**src/rtl/depth_test_zbuffer_assert.svh**
```systemverilog
// Assertion helpers for the depth test block; clk_i and rst_ni must be in scope.
`ifndef DEPTH_TEST_ZBUFFER_ASSERT_SVH
`define DEPTH_TEST_ZBUFFER_ASSERT_SVH

`define DTZ_ASSERT(lbl, prop, msg) \
  lbl: assert property (@(posedge clk_i) disable iff (!rst_ni) prop) \
    else $error(msg);

// condition that must never be seen at a clock edge
`define DTZ_NEVER(lbl, cond, msg) \
  `DTZ_ASSERT(lbl, !(cond), msg)

`endif

```
**src/rtl/dtz_pkg.sv**
```systemverilog
`timescale 1ns / 1ps

package dtz_pkg;

  localparam int unsigned SRC_W      = 16;
  localparam int unsigned BASE_W     = 16;
  localparam int unsigned PIX_W      = 10;
  localparam int unsigned STRIDE_W   = 13;
  localparam int unsigned MASK_W     = 16;
  // base + y*stride + x stays below 2^24 for all field values
  localparam int unsigned SUM_W      = 24;
  localparam int unsigned CFG_IDX_W  = 2;
  localparam int unsigned CFG_DATA_W = 13;

  typedef enum logic [1:0] {
    MODE_NEVER   = 2'd0,
    MODE_LESS    = 2'd1,
    MODE_GREATER = 2'd2,
    MODE_ALWAYS  = 2'd3
  } dtz_mode_e;

  typedef enum logic {
    CMD_TEST = 1'b0,
    CMD_LOAD = 1'b1
  } dtz_cmd_e;

  typedef enum logic [CFG_IDX_W-1:0] {
    CFG_COMPARE_MODE = 2'd0,
    CFG_WRITE_ENABLE = 2'd1,
    CFG_ROW_STRIDE   = 2'd2
  } dtz_cfg_idx_e;

  typedef struct packed {
    dtz_mode_e           mode;
    logic                write_en;
    logic [STRIDE_W-1:0] stride;
  } dtz_cfg_t;

  typedef struct packed {
    logic     valid;
    dtz_cmd_e cmd;
    logic     last;
  } dtz_ctl_t;

  localparam dtz_cfg_t CFG_RESET = '{
    mode:     MODE_LESS,
    write_en: 1'b1,
    stride:   STRIDE_W'(256)
  };

endpackage

```
**src/rtl/dtz_addr_gen.sv**
```systemverilog
`timescale 1ns / 1ps

module dtz_addr_gen #(
  parameter int unsigned STORE_WORDS = 65536,
  localparam int unsigned ADDR_W = $clog2(STORE_WORDS)
) (
  input  logic                           clk_i,
  input  logic                           rst_ni,
  input  logic                           en_i,
  input  logic [dtz_pkg::STRIDE_W-1:0]   stride_i,
  input  dtz_pkg::dtz_ctl_t              ctl_i,
  input  logic [dtz_pkg::BASE_W-1:0]     base_i,
  input  logic [dtz_pkg::PIX_W-1:0]      px_i,
  input  logic [dtz_pkg::PIX_W-1:0]      py_i,
  input  logic [dtz_pkg::SRC_W-1:0]      src_i,
  output dtz_pkg::dtz_ctl_t              ctl_o,
  output logic [dtz_pkg::SRC_W-1:0]      src_o,
  output logic [ADDR_W-1:0]              addr_o
);
  import dtz_pkg::*;

  localparam int unsigned STAGES      = 5;
  localparam int unsigned PROD_W      = PIX_W + STRIDE_W;
  // reduction mod STORE_WORDS: quotient estimate by reciprocal, then one correction
  localparam int unsigned RECIP_SHIFT = SUM_W + ADDR_W;
  localparam int unsigned RECIP_W     = SUM_W + 1;
  localparam int unsigned MUL_W       = SUM_W + RECIP_W;
  localparam int unsigned QUOT_W      = SUM_W - ADDR_W + 1;
  localparam logic [63:0] RECIP_FULL  = (64'd1 << RECIP_SHIFT) / 64'(STORE_WORDS);
  localparam logic [RECIP_W-1:0] RECIP = RECIP_W'(RECIP_FULL);
  localparam logic [SUM_W:0] WORDS_C  = (SUM_W + 1)'(STORE_WORDS);
  localparam logic [SUM_W-1:0] WORDS_S = SUM_W'(STORE_WORDS);

  dtz_ctl_t          ctl_q [STAGES];
  logic [SRC_W-1:0]  src_q [STAGES];

  logic [PROD_W-1:0] prod_q, prod_d;
  logic [BASE_W-1:0] base_q;
  logic [PIX_W-1:0]  px_q, px_d;
  logic [SUM_W-1:0]  sum_q, sum_d;
  logic [SUM_W-1:0]  sum3_q, sum4_q;
  logic [MUL_W-1:0]  recip_q, recip_d;
  logic [QUOT_W-1:0] quot;
  logic [SUM_W-1:0]  qc_q, qc_d;
  logic [SUM_W-1:0]  rem, rem_adj;
  logic [ADDR_W-1:0] addr_q, addr_d;
  logic              is_load;

  always_comb begin
    is_load = (ctl_i.cmd == CMD_LOAD);
    // a load goes to region_base alone
    prod_d  = is_load ? '0 : PROD_W'(py_i) * PROD_W'(stride_i);
    px_d    = is_load ? '0 : px_i;
    sum_d   = SUM_W'(base_q) + SUM_W'(prod_q) + SUM_W'(px_q);
    recip_d = MUL_W'(sum_q) * MUL_W'(RECIP);
    quot    = recip_q[RECIP_SHIFT +: QUOT_W];
    qc_d    = SUM_W'((SUM_W + 1)'(quot) * WORDS_C);
    rem     = sum4_q - qc_q;
    rem_adj = (rem >= WORDS_S) ? rem - WORDS_S : rem;
    addr_d  = rem_adj[ADDR_W-1:0];
  end

  always_ff @(posedge clk_i or negedge rst_ni) begin
    if (!rst_ni) begin
      for (int i = 0; i < STAGES; i++) begin
        ctl_q[i] <= '0;
      end
    end else if (en_i) begin
      ctl_q[0] <= ctl_i;
      for (int i = 1; i < STAGES; i++) begin
        ctl_q[i] <= ctl_q[i-1];
      end
    end
  end

  always_ff @(posedge clk_i) begin
    if (en_i) begin
      src_q[0] <= src_i;
      for (int i = 1; i < STAGES; i++) begin
        src_q[i] <= src_q[i-1];
      end
      prod_q  <= prod_d;
      base_q  <= base_i;
      px_q    <= px_d;
      sum_q   <= sum_d;
      sum3_q  <= sum_q;
      recip_q <= recip_d;
      sum4_q  <= sum3_q;
      qc_q    <= qc_d;
      addr_q  <= addr_d;
    end
  end

  assign ctl_o  = ctl_q[STAGES-1];
  assign src_o  = src_q[STAGES-1];
  assign addr_o = addr_q;

endmodule

```
**config.mk**
```make
export PLATFORM = sky130hd
export DESIGN_NAME = dtz_addr_gen
export DESIGN_NICKNAME = d
export VERILOG_FILES = /design/src/rtl/depth_test_zbuffer_assert.svh /design/src/rtl/dtz_pkg.sv /design/src/rtl/dtz_addr_gen.sv
export SDC_FILE = /design/constraint.sdc
export NUM_CORES = 1
export LEC_CHECK = 0
export ABC_AREA = 1
export BUFFER_PORTS_ARGS = -buffer_cell sky130_fd_sc_hd__buf_2
export CAP_MARGIN = 20
export CORE_MARGIN = 2
export CORE_UTILIZATION = 45
export CTS_BUF_LIST = sky130_fd_sc_hd__clkbuf_4
export CTS_CLUSTER_SIZE = 12
export DETAILED_ROUTE_END_ITERATION = 6
export MAX_ROUTING_LAYER = met4
export PLACE_DENSITY = 0.71
export SLEW_MARGIN = 25
export SYNTH_ARGS = -nofsm -noshare
export SYNTH_HDL_FRONTEND = slang
export SYNTH_SLANG_ARGS = --single-unit
```
**constraint.sdc**
```tcl
create_clock -name clk_i -period 4.6 [get_ports clk_i]
set_input_delay 0.46 -clock clk_i [delete_from_list [all_inputs] [get_ports clk_i]]
set_output_delay 0.46 -clock clk_i [all_outputs]
set_load 0.02 [all_outputs]
```
==> summary.txt, run 1 <==
Clocking
  – Clock buffer count from CTS: between 40 and 50
  – CTS HTree Levels: 2
  – TritonCTS clock tree: yes
  – Clk slew on worst S/H paths: 0.07 ns
  – Post-CTS Resized: 0
  – Skew-Pair Late Insertion Delay: 0.60 ns
  – # clock sinks: roughly 200
  – CTS root buffer: clkbuf_4
  – CTS Buffer Depth: 3

Finish
  – Fraction of layout cells with a size suffix above 1: 0.2208
  – Layout Nets: 1,301
  – Final Non-Filler Cells: 1,457
  – Most common cell after layout, fill and taps aside: inv_1
  – Commonest cells after routing, fill and taps aside: inv_1, edfxtp_1, nand2_1
  – Synth-to-layout area growth: 17.36%

STA
  – Count of final setup violators: 0
  – Fin. max-slew vios: 0
  – Setup ws final: 0.3613 ns
  – Clock skew: 0.02982 ns
  – Period utilisation layout: 0.9215
  – Fmax: about 240 MHz
  – RSZ-0062 raised after global routing: false
  – Slew HR: 0.4084
  – Final hold vios: 0
  – Min Tclk post-route: 4.239 ns
  – Slew @ Worst Pin: ~0.9 ns

Die
  – Core region area: 0.02354 mm^2
  – Die ar.: 0.02528 mm^2
  – Die Span Y: 159.0 um
  – Die Span X: 159.0 um
  – IO Pins: 106
  – Initial Util: 0.4592
  – FP Rows: 56

Yosys
  – Dominant synthesized flop cell: edfxtp_1
  – EDFF count, synth: 186
  – Post-Syn Area: around 0.011 mm^2
  – Yosys reg bits: ~200
  – Avg Synthesized Cell Area: 11.66 um^2
  – Synth Instances: roughly 930
  – Async SR Flop Fraction: 0.07463
  – Syn Nets: between 1,000 and 1,500
  – Synth Warn #: 0
  – Post-synthesis sequential area ratio: 0.5514
  – Count of cell types in the netlist: 37

Power and ir drop
  – Worst ir drop on vdd: 264.1 uV
  – Cell Pwr Density: 551.3 mW/mm^2
  – Leak: 6.013 nW
  – Total power: between 0.006 and 0.007 W

Drt
  – Mean number of vias per cell: 4.559
  – Drt initial violations: 367
  – Via count: 6,643
  – Drt first pass iters: 7
  – Avg WL per Cell: 12.41 um
  – Final WL: ~18,000 um
  – Final antenna-violating net count: 0
  – DRC viols: 2

Critical path
  – Worst path required time: 5.05 ns
  – Max FO, Critical Path: 8
  – Crit path launch type: input port
  – Crit end category: flip-flop
  – CP arrival: around 4.7 ns
  – Kind of critical path: input port to flip-flop

Status
  – Failing checks: design-rule violations
  – Status: finished with violations

GRT
  – First-pass GRT wire length: 31,380 um
  – Total grt overflow: 0
  – Overall global routing resource usage: 0.1552
  – Initial antenna violation count: 1
  – Largest net degree at the start of global routing: 125
  – Vias in the first global route: 6,911

Place
  – Post-place setup slack: -0.2278 ns
  – Routability Congestion: 0.8828
  – Port bufs: 105
  – DP Wirelength: 13,580 um
  – Placed instance count: 1,353

Run
  – Max capacitance violation total: 0

Hold path
  – Min-delay worst type: input port to flip-flop
-- synth_stat cells, types with 3 or more instances --
cell        n  area, um^2
nor3_1      4       20.02
clkbuf_1   18       67.56
nor2_1     42       157.7
xor2_1     11       96.34
inv_1     189       709.4
o21ai_1     9       45.04
clkinv_1    4       15.01
o31ai_1     3       22.52
a21oi_1    39       195.2
fa_1       78        1562
inv_2       4       15.01
nand3_1    20       100.1
xnor2_1     6       52.55
nand2_2     3       18.77
edfxtp_1  186        5585
a31oi_1     4       25.02
buf_4      22       165.2
dfrtp_1    15       375.4
o21ai_0    16       80.08
ha_1       52       650.6
nand2_1   180       675.7
-- report_power, final --
| group | switching [W] | internal, W |
|---|---|---|
| Combinational | 0.00173 | 0.00138 |
| Clock | 0.000642 | 0.000734 |
| Sequential | 0.0000849 | 0.00242 |
-- per-layer routing --
layer / track usage / part of all wire / up-vias
met5: - / 0 / -
met4: 0.04876 / 0.017 / 0
met3: 0.02162 / 0.043 / 24
met2: 0.2787 / 0.52 / 150
met1: 0.1814 / 0.42 / 3143
li1: - / - / 3326
-- logic make-up (layout without fill, tap and decap cells) --
kind of cell,after synthesis,after routing,synth area share
flip-flops,201,201,0.5514
AND/OR/NAND/NOR,256,256,0.09479
AO/OA/AOI/OAI,81,81,0.04144
multiplexers,2,2,0.002083
adder cells (fa/ha/maj),130,130,0.2046
other,0,1,0
buffers and inverters,240,450,0.09190
XOR/XNOR,17,17,0.01377
-- flip-flops by register name, summed over array words and instances (netlist names) --
| name | count |
|---|---|
| src_q | 80 |
| addr_o | 16 |
| base_q | 16 |
| prod_q | 16 |
| sum3_q | 16 |
| sum4_q | 16 |
| sum_q | 16 |
| ctl_q | 12 |
| px_q | 10 |
| ctl_o | 3 |
-- critical path, stage by stage --
cell,delay (ns)
buf_2,0.19
nand2_1,0.10
fa_1,0.54
inv_1,0.05
fa_1,0.52
fa_1,0.44
fa_1,0.55
inv_1,0.05
fa_1,0.53
inv_1,0.04
ha_1,0.33
nand2_1,0.12
nor3_1,0.29
nand3_1,0.13
nand3_1,0.13
o21ai_1,0.06
a21oi_1,0.15
-- area by class of cell --
type / instances / area [um^2]
sequential: 201 / 5961
antenna: 1 / 2.502
clock inverter: 12 / 55.05
fill: 2055 / 10860
tap: 319 / 399.1
multi-input combinational: 486 / 3920
inverter: 197 / 739.5
clock buffer: 74 / 555.5
timing repair buffer: 167 / 1055
-- what timing repair did --
action,in CTS,in global routing
endpoints found under the setup margin,0,0
buffers inserted,0,0
hold buffers,17,0
endpoints found under the hold margin,31,0
-- stage by stage --
step / area [um^2] / hold slack, ns / utilization / TNS [ns]
6_report: 12690 / 0.04516 / 0.5389 / 0
2_1_floorplan: 10950 / 0.1644 / - / 0
4_1_cts: 12680 / 0.001009 / 0.5388 / 0
3_3_place_gp: 11900 / 0.3710 / 0.5056 / -0.8682
5_1_grt: 12690 / 0.0002244 / 0.5389 / 0
3_5_place_dp: 11900 / 0.3762 / 0.5056 / -1.337
-- path summary, 6_finish.rpt --
kind / startpoint / to / slack, ns / cells past startpoint
min in group asynchronous: rst_ni / ctl_o[1] / 0.30 / 2
hold reg to reg: sum4_q[5] / addr_o[5] / 0.41 / 0
setup reg to reg: base_q[5] / sum_q[14] / 2.08 / 7
hold / removal: base_i[10] / base_q[10] / 0.05 / 1
setup / recovery: py_i[3] / prod_q[14] / 0.36 / 17
max in group asynchronous: rst_ni / ctl_q[14] / 4.06 / 2
Note: power is estimated with default switching activity, not from simulation.
==> run 2, diff against run 1 <==
Settings changed: RECOVER_POWER set to 50.
==> run 2 against run 1 <==
  * The run ends with design-rule violations, max-capacitance violations, max-slew violations left
  * Utilization is essentially flat
  * Cell count is the same
  * Combinational power is essentially flat
  * Total power is essentially flat
  * Setup slack lost 0.0011 ns
  * Clock power is essentially flat
  * Die area is the same
  * Design area is essentially flat
  * Clock skew is the same
==> summary.txt, run 2 (synthesis results as in run 1) <==
Critical path
  – Crit path launch type: input port (unchanged)
  – Worst path required time: 5.05 ns (about the same)
  – CP arrival: 4.69 ns (about the same)
  – CP max-delay cell: fa_1 (unchanged)
  – Max FO, Critical Path: 8 (unchanged)
  – Delay-heaviest family, CP: adder cells (unchanged)
  – Most frequent CP cell: fa_1 (unchanged)
  – Crit-path cells: buf_2 -> nand2_1 -> fa_1 -> inv_1 -> fa_1 -> fa_1 -> fa_1 -> inv_1 -> fa_1 -> inv_1 -> ha_1 -> nand2_1 -> nor3_1 -> nand3_1 -> nand3_1 -> o21ai_1 -> a21oi_1 (unchanged)
  – Crit end category: flip-flop (unchanged)
  – Worst path buffer plus inverter count: 4 (unchanged)
  – Critical path's largest stage delay: 0.55 ns (about the same)
  – Kind of critical path: input port to flip-flop (unchanged)

Clocking
  – CTS root buffer: clkbuf_4 (unchanged)
  – CTS HTree Levels: 2 (unchanged)
  – # clock sinks: 201 (unchanged)
  – TritonCTS clock tree: yes (unchanged)
  – Post-CTS Setup Bufs: 0 (unchanged)
  – Skew-Pair Late Insertion Delay: 0.60 ns (about the same)
  – CTS Buffer Depth: 3 (unchanged)
  – Clk slew on worst S/H paths: 0.07 ns (about the same)
  – Clock buffer count from CTS: 47 (unchanged)

Run
  – Max capacitance violation total: 1 (was 0)

STA
  – Min Tclk post-route: 4.240 ns (was 4.239 ns)
  – Slew HR: -0.8274 (was 0.4084)
  – Min Hold Slack: 0.04516 ns (unchanged)
  – Clock skew: 0.02982 ns (unchanged)
  – Count of final setup violators: 0 (unchanged)
  – Slew @ Worst Pin: 2.741 ns (was 0.8874 ns)
  – Fmax: 235.9 MHz (about the same)
  – Period utilisation layout: 0.9217 (was 0.9215)
  – RSZ-0062 raised after global routing: false (unchanged)
  – Final hold vios: 0 (unchanged)
  – Fin. max-slew vios: 124 (was 0)

GRT
  – First-pass GRT wire length: 31,380 um (unchanged)
  – Overall global routing resource usage: 0.1552 (unchanged)
  – Initial antenna violation count: 1 (unchanged)
  – Total grt overflow: 0 (unchanged)
  – Vias in the first global route: 6,911 (unchanged)
  – Largest net degree at the start of global routing: 125 (unchanged)

Finish
  – Most common cell after layout, fill and taps aside: inv_1 (unchanged)
  – Largest register FFs: 80 (unchanged)
  – Final Non-Filler Cells: 1,457 (unchanged)
  – Synth-to-layout area growth: 17.26% (was 17.36%)
  – Commonest cells after routing, fill and taps aside: inv_1, edfxtp_1, nand2_1 (unchanged)
  – Layout Nets: 1,301 (unchanged)
  – Fraction of layout cells with a size suffix above 1: 0.2190 (was 0.2208)
  – Filler cell count: 2,057 (was 2,055)
  – Biggest register: src_q (unchanged)
  – Post-route cell area: 0.01268 mm^2 (was 0.01269 mm^2)
  – Core Util, Final: 0.5384 (was 0.5389)

Die
  – Initial Util: 0.4592 (unchanged)
  – Die Span X: 159.0 um (unchanged)
  – Core region area: 0.02354 mm^2 (unchanged)
  – IO Pins: 106 (unchanged)
  – Die Span Y: 159.0 um (unchanged)
  – Die ar.: 0.02528 mm^2 (unchanged)
  – FP Rows: 56 (unchanged)

Drt
  – Mean number of vias per cell: 4.561 (was 4.559)
  – DRC viols: 2 (unchanged)
  – Final WL: 18,080 um (was 18,090 um)
  – Drt initial violations: 367 (unchanged)
  – Via count: 6,645 (was 6,643)
  – Final antenna-violating net count: 0 (unchanged)
  – Drt first pass iters: 7 (unchanged)
  – Avg WL per Cell: 12.41 um (about the same)

Power and ir drop
  – Leak: 6.004 nW (was 6.013 nW)
  – Sw frac: 0.3514 (was 0.3515)
  – Reg power frac: 0.358 (about the same)
  – Int Power: 0.004539 W (was 0.004536 W)
  – Worst ir drop on vdd: 264.1 uV (about the same)
  – Logic pwr share: 0.445 (about the same)
  – Total power: 0.006998 W (was 0.006995 W)
  – Cell Pwr Density: 552.1 mW/mm^2 (was 551.3 mW/mm^2)
  – Part of the power in the clock network: 0.197 (about the same)
  – Sw Pwr: 0.002459 W (about the same)

Place
  – Port bufs: 105 (unchanged)
  – Dpl cell area: 0.01190 mm^2 (unchanged)
  – Routability Congestion: 0.8828 (unchanged)
  – Placed instance count: 1,353 (unchanged)
  – DP Wirelength: 13,580 um (unchanged)

Hold path
  – Min-delay worst type: input port to flip-flop (unchanged)

Status
  – Failing checks: design-rule violations, max-capacitance violations, max-slew violations (was design-rule violations)
  – Status: finished with violations (unchanged)
[run 2: changes by cell type in the layout (fill, tap and decap cells not counted)]
cell	delta
clkbuf_1	+2
buf_2	-2
clkbuf_2	+1
clkbuf_8	-1
[run 2: area by class of cell]
type / count / area (um^2) / area share
Inverter: 197 / 739.5 / 0.05834
Clock buffer: 74 / 555.5 / 0.04383
Antenna cell: 1 / 2.502 / 0.0001974
Clock inverter: 12 / 55.05 / 0.004343
Multi-Input combinational cell: 486 / 3920 / 0.3092
Timing Repair Buffer: 167 / 1044 / 0.08232
Sequential cell: 201 / 5961 / 0.4702
Tap cell: 319 / 399.1 / 0.03149
[run 2: repair_timing]
action	in CTS	in global routing
resized for setup	0	0
setup endpoints to repair	0	0
hold buffers	17	0
endpoints found under the hold margin	31	0
[run 2: layer usage]
layer | part of all wire | global-route usage | up-vias
li1 | - | - | 3324
met1 | 0.42 | 0.1814 | 3147
met2 | 0.52 | 0.2787 | 150
met3 | 0.043 | 0.02162 | 24
met4 | 0.017 | 0.04876 | 0
met5 | 0 | - | -
[run 2: metrics by stage]
| step | worst slack [ns] | TNS (ns) |
|---|---|---|
| floorplan | 0.01861 | 0 |
| global placement | -0.1717 | -0.8682 |
| detailed placement | -0.2278 | -1.337 |
| CTS | 0.4158 | 0 |
| global route | 0.1193 | 0 |
| finish | 0.3602 | 0 |
[run 2: worst reg2reg max path: stages (launching register included)]
cell and delay [ns]:
edfxtp_1 0.45, fa_1 0.48, ha_1 0.36, a21oi_1 0.25, o21ai_0 0.12, a21oi_1 0.30
o21ai_1 0.14, xor2_1 0.15
[run 2: power groups by stage]
stage               logic [W]  clock network [W]  registers, W
CTS                   0.00315            0.00143       0.00251
detailed placement    0.00311                  0       0.00255
global placement      0.00306                  0       0.00253
global route          0.00360            0.00152       0.00254
floorplan             0.00216                  0       0.00254
finish                0.00311            0.00138       0.00251
[run 2: path summary, 6_finish.rpt]
kind                             from         end  slack, ns  cells after the start
hold / removal             base_i[10]  base_q[10]       0.05                      1
setup / recovery              py_i[3]  prod_q[14]       0.36                     17
setup reg to reg            base_q[5]   sum_q[14]       2.08                      7
min in group asynchronous      rst_ni    ctl_o[1]       0.46                      2
max in group asynchronous      rst_ni   ctl_q[14]       3.65                      2
hold reg to reg             sum4_q[5]   addr_o[5]       0.41                      0
==> run 3, diff against run 2 <==
Clock period 4.6 ns to 5 ns, I/O delays scaled along.
==> run 3 against run 2 <==
  * The flow finishes with violations (max-capacitance violations, max-slew violations)
  * Count of clock-buffer cells in the layout shrank 3
  * Critical path depth is the same
  * Global-route usage shrank 0.18 points
  * Non-clock buffer count shrank 50
  * Sequential cell count is the same
  * First-iteration DRC count shrank 11%
  * Design area shrank 4.0%
  * Worst hold slack gained 0.033 ns
  * Wire length shrank 1.0%
  * Sequential power shrank 8.0%
  * Setup slack gained 0.16 ns
  * Utilization shrank 2.2 points
  * Critical path type unchanged
  * Critical endpoint is now prod_q[13]
==> summary.txt, run 3 (synthesis results as in run 1) <==
Status
  – Status: finished with violations (unchanged)
  – Failing checks: max-capacitance violations, max-slew violations (was design-rule violations, max-capacitance violations, max-slew violations)

Clocking
  – CTS root buffer: clkbuf_4 (unchanged)
  – Skew-Pair Late Insertion Delay: 0.59 ns (was 0.60 ns)
  – Clk slew on worst S/H paths: 0.07 ns (about the same)
  – CTS Buffer Depth: 3 (unchanged)
  – CTS HTree Levels: 2 (unchanged)
  – Clock buffer count from CTS: 47 (unchanged)
  – # clock sinks: 201 (unchanged)
  – TritonCTS clock tree: yes (unchanged)

Place
  – Routability Congestion: 0.8610 (was 0.8828)
  – Dpl cell area: 0.01158 mm^2 (was 0.01190 mm^2)
  – Placed instance count: 1,319 (was 1,353)
  – Port bufs: 105 (unchanged)
  – DP Wirelength: 13,360 um (was 13,580 um)

Critical path
  – Kind of critical path: input port to flip-flop (unchanged)
  – Crit end category: flip-flop (unchanged)
  – Crit path launch type: input port (unchanged)
  – Max FO, Critical Path: 13 (was 8)
  – CP arrival: 4.82 ns (was 4.69 ns)
  – Worst path required time: 5.34 ns (was 5.05 ns)

GRT
  – Met2 usage: 0.2694 (was 0.2787)
  – First-pass GRT wire length: 30,750 um (was 31,380 um)
  – Total grt overflow: 0 (unchanged)
  – Grt peak-use layer: met2 (unchanged)
  – GR Util met1: 0.1753 (was 0.1814)
  – GR Util met3: 0.02553 (was 0.02162)
  – Overall global routing resource usage: 0.1534 (was 0.1552)
  – Largest net degree at the start of global routing: 127 (was 125)
  – Initial antenna violation count: 1 (unchanged)
  – Vias in the first global route: 6,832 (was 6,911)

Die
  – FP Rows: 56 (unchanged)
  – Die Span Y: 159.0 um (unchanged)
  – Initial Util: 0.4592 (unchanged)
  – Core region area: 0.02354 mm^2 (unchanged)
  – Die Span X: 159.0 um (unchanged)
  – Die ar.: 0.02528 mm^2 (unchanged)
  – IO Pins: 106 (unchanged)

STA
  – Slew @ Worst Pin: 2.744 ns (was 2.741 ns)
  – Fmax: 223.3 MHz
  – Final hold vios: 0 (unchanged)
  – Period utilisation layout: 0.8956
  – Min Tclk post-route: 4.478 ns
  – RSZ-0062 raised after global routing: false (unchanged)
  – Fin. max-slew vios: 126 (was 124)
  – Count of final setup violators: 0 (unchanged)
  – Final total negative setup slack: 0 ns (unchanged)
  – Clock skew: 0.01500 ns (was 0.02982 ns)
  – Slew HR: -0.8293 (was -0.8274)

Drt
  – Final WL: 17,900 um (was 18,080 um)
  – Mean number of vias per cell: 4.564 (was 4.561)
  – DRC viols: 0 (was 2)
  – Via count: 6,408 (was 6,645)
  – Final antenna-violating net count: 0 (unchanged)
  – Drt first pass iters: 4 (was 7)
  – Avg WL per Cell: 12.75 um (was 12.41 um)
  – Drt initial violations: 327 (was 367)

Finish
  – Commonest cells after routing, fill and taps aside: inv_1, edfxtp_1, nand2_1 (unchanged)
  – Largest register FFs: 80 (unchanged)
  – Core Util, Final: 0.5168 (was 0.5384)
  – Filler cell count: 2,107 (was 2,057)
  – Fraction of layout cells with a size suffix above 1: 0.1873 (was 0.2190)
  – Biggest register: src_q (unchanged)
  – Final Non-Filler Cells: 1,404 (was 1,457)
  – Post-route cell area: 0.01217 mm^2 (was 0.01268 mm^2)
  – Layout Nets: 1,251 (was 1,301)
  – Synth-to-layout area growth: 12.56% (was 17.26%)
  – Most common cell after layout, fill and taps aside: inv_1 (unchanged)

Run
  – Max capacitance violation total: 1 (unchanged)

Power and ir drop
  – Worst ir drop on vdd: 250.9 uV (was 264.1 uV)
  – Total power: 0.006016 W (was 0.006998 W)
  – Leak: 5.751 nW (was 6.004 nW)
  – Cell Pwr Density: 494.4 mW/mm^2 (was 552.1 mW/mm^2)

Hold path
  – Min-delay worst type: input port to flip-flop (unchanged)
[run 3: cell types whose count changed in the layout (fill, tap and decap cells not counted), sizes merged]
cell / delta
clkinvlp: +1
inv: +1
dlygate4sd3: -16
clkbuf: -2
buf: -35
clkinv: -2
[run 3: repair_timing]
item / CTS / global route
gates resized for setup: 0 / 0
hold buffers: 1 / 0
buffers inserted: 0 / 0
endpoints found under the hold margin: 15 / 0
[run 3: cell type report]
type,instances,area (um^2),area share
multi-input combinational,486,3856,0.3169
sequential,201,5961,0.4899
tap,319,399.1,0.03280
antenna,1,2.502,0.0002057
timing repair buffer,117,624.3,0.05131
clock buffer,71,533.0,0.04380
inverter,197,739.5,0.06077
clock inverter,12,52.55,0.004319
[run 3: report_power, final]
group,total [W],internal (W),switching (W)
combinational,0.00248,0.000968,0.00152
sequential,0.00231,0.00223,0.0000784
clock,0.00122,0.000649,0.000574
[run 3: path summary, 6_finish.rpt]
check / start / endpoint / slack (ns) / depth (start not counted)
setup / recovery: py_i[3] / prod_q[13] / 0.52 / 17
hold / removal: src_i[13] / src_q[0][13] / 0.08 / 1
setup reg to reg: base_q[5] / sum_q[14] / 2.50 / 7
hold reg to reg: sum_q[5] / sum3_q[5] / 0.41 / 0
max in group asynchronous: rst_ni / ctl_q[12] / 3.98 / 2
min in group asynchronous: rst_ni / ctl_q[6] / 0.52 / 2
[run 3: critical path, cell delays in order]
cell and delay, ns:
buf_2 0.24, nand2_1 0.13, fa_1 0.55, inv_1 0.05, fa_1 0.52, fa_1 0.44, fa_1 0.54, inv_1 0.05
fa_1 0.52, inv_1 0.04, ha_1 0.32, a21oi_1 0.13, a21boi_1 0.25, nand3_2 0.14, a21oi_2 0.15, a21oi_1 0.07
and2_1 0.18
[run 3: per-stage QoR]
stage               worst slack, ns  hold WS, ns
floorplan                   0.05748       0.2044
global placement            0.03465       0.4001
detailed placement         -0.04132       0.4045
CTS                          0.6144      0.01006
global route                 0.3344      0.01277
finish                       0.5222      0.07768
[run 3: layer usage]
layer	vias up	wire length, um
met5	-	0
met4	0	418
met3	26	639
met2	132	9327
met1	3049	7515
li1	3201	-
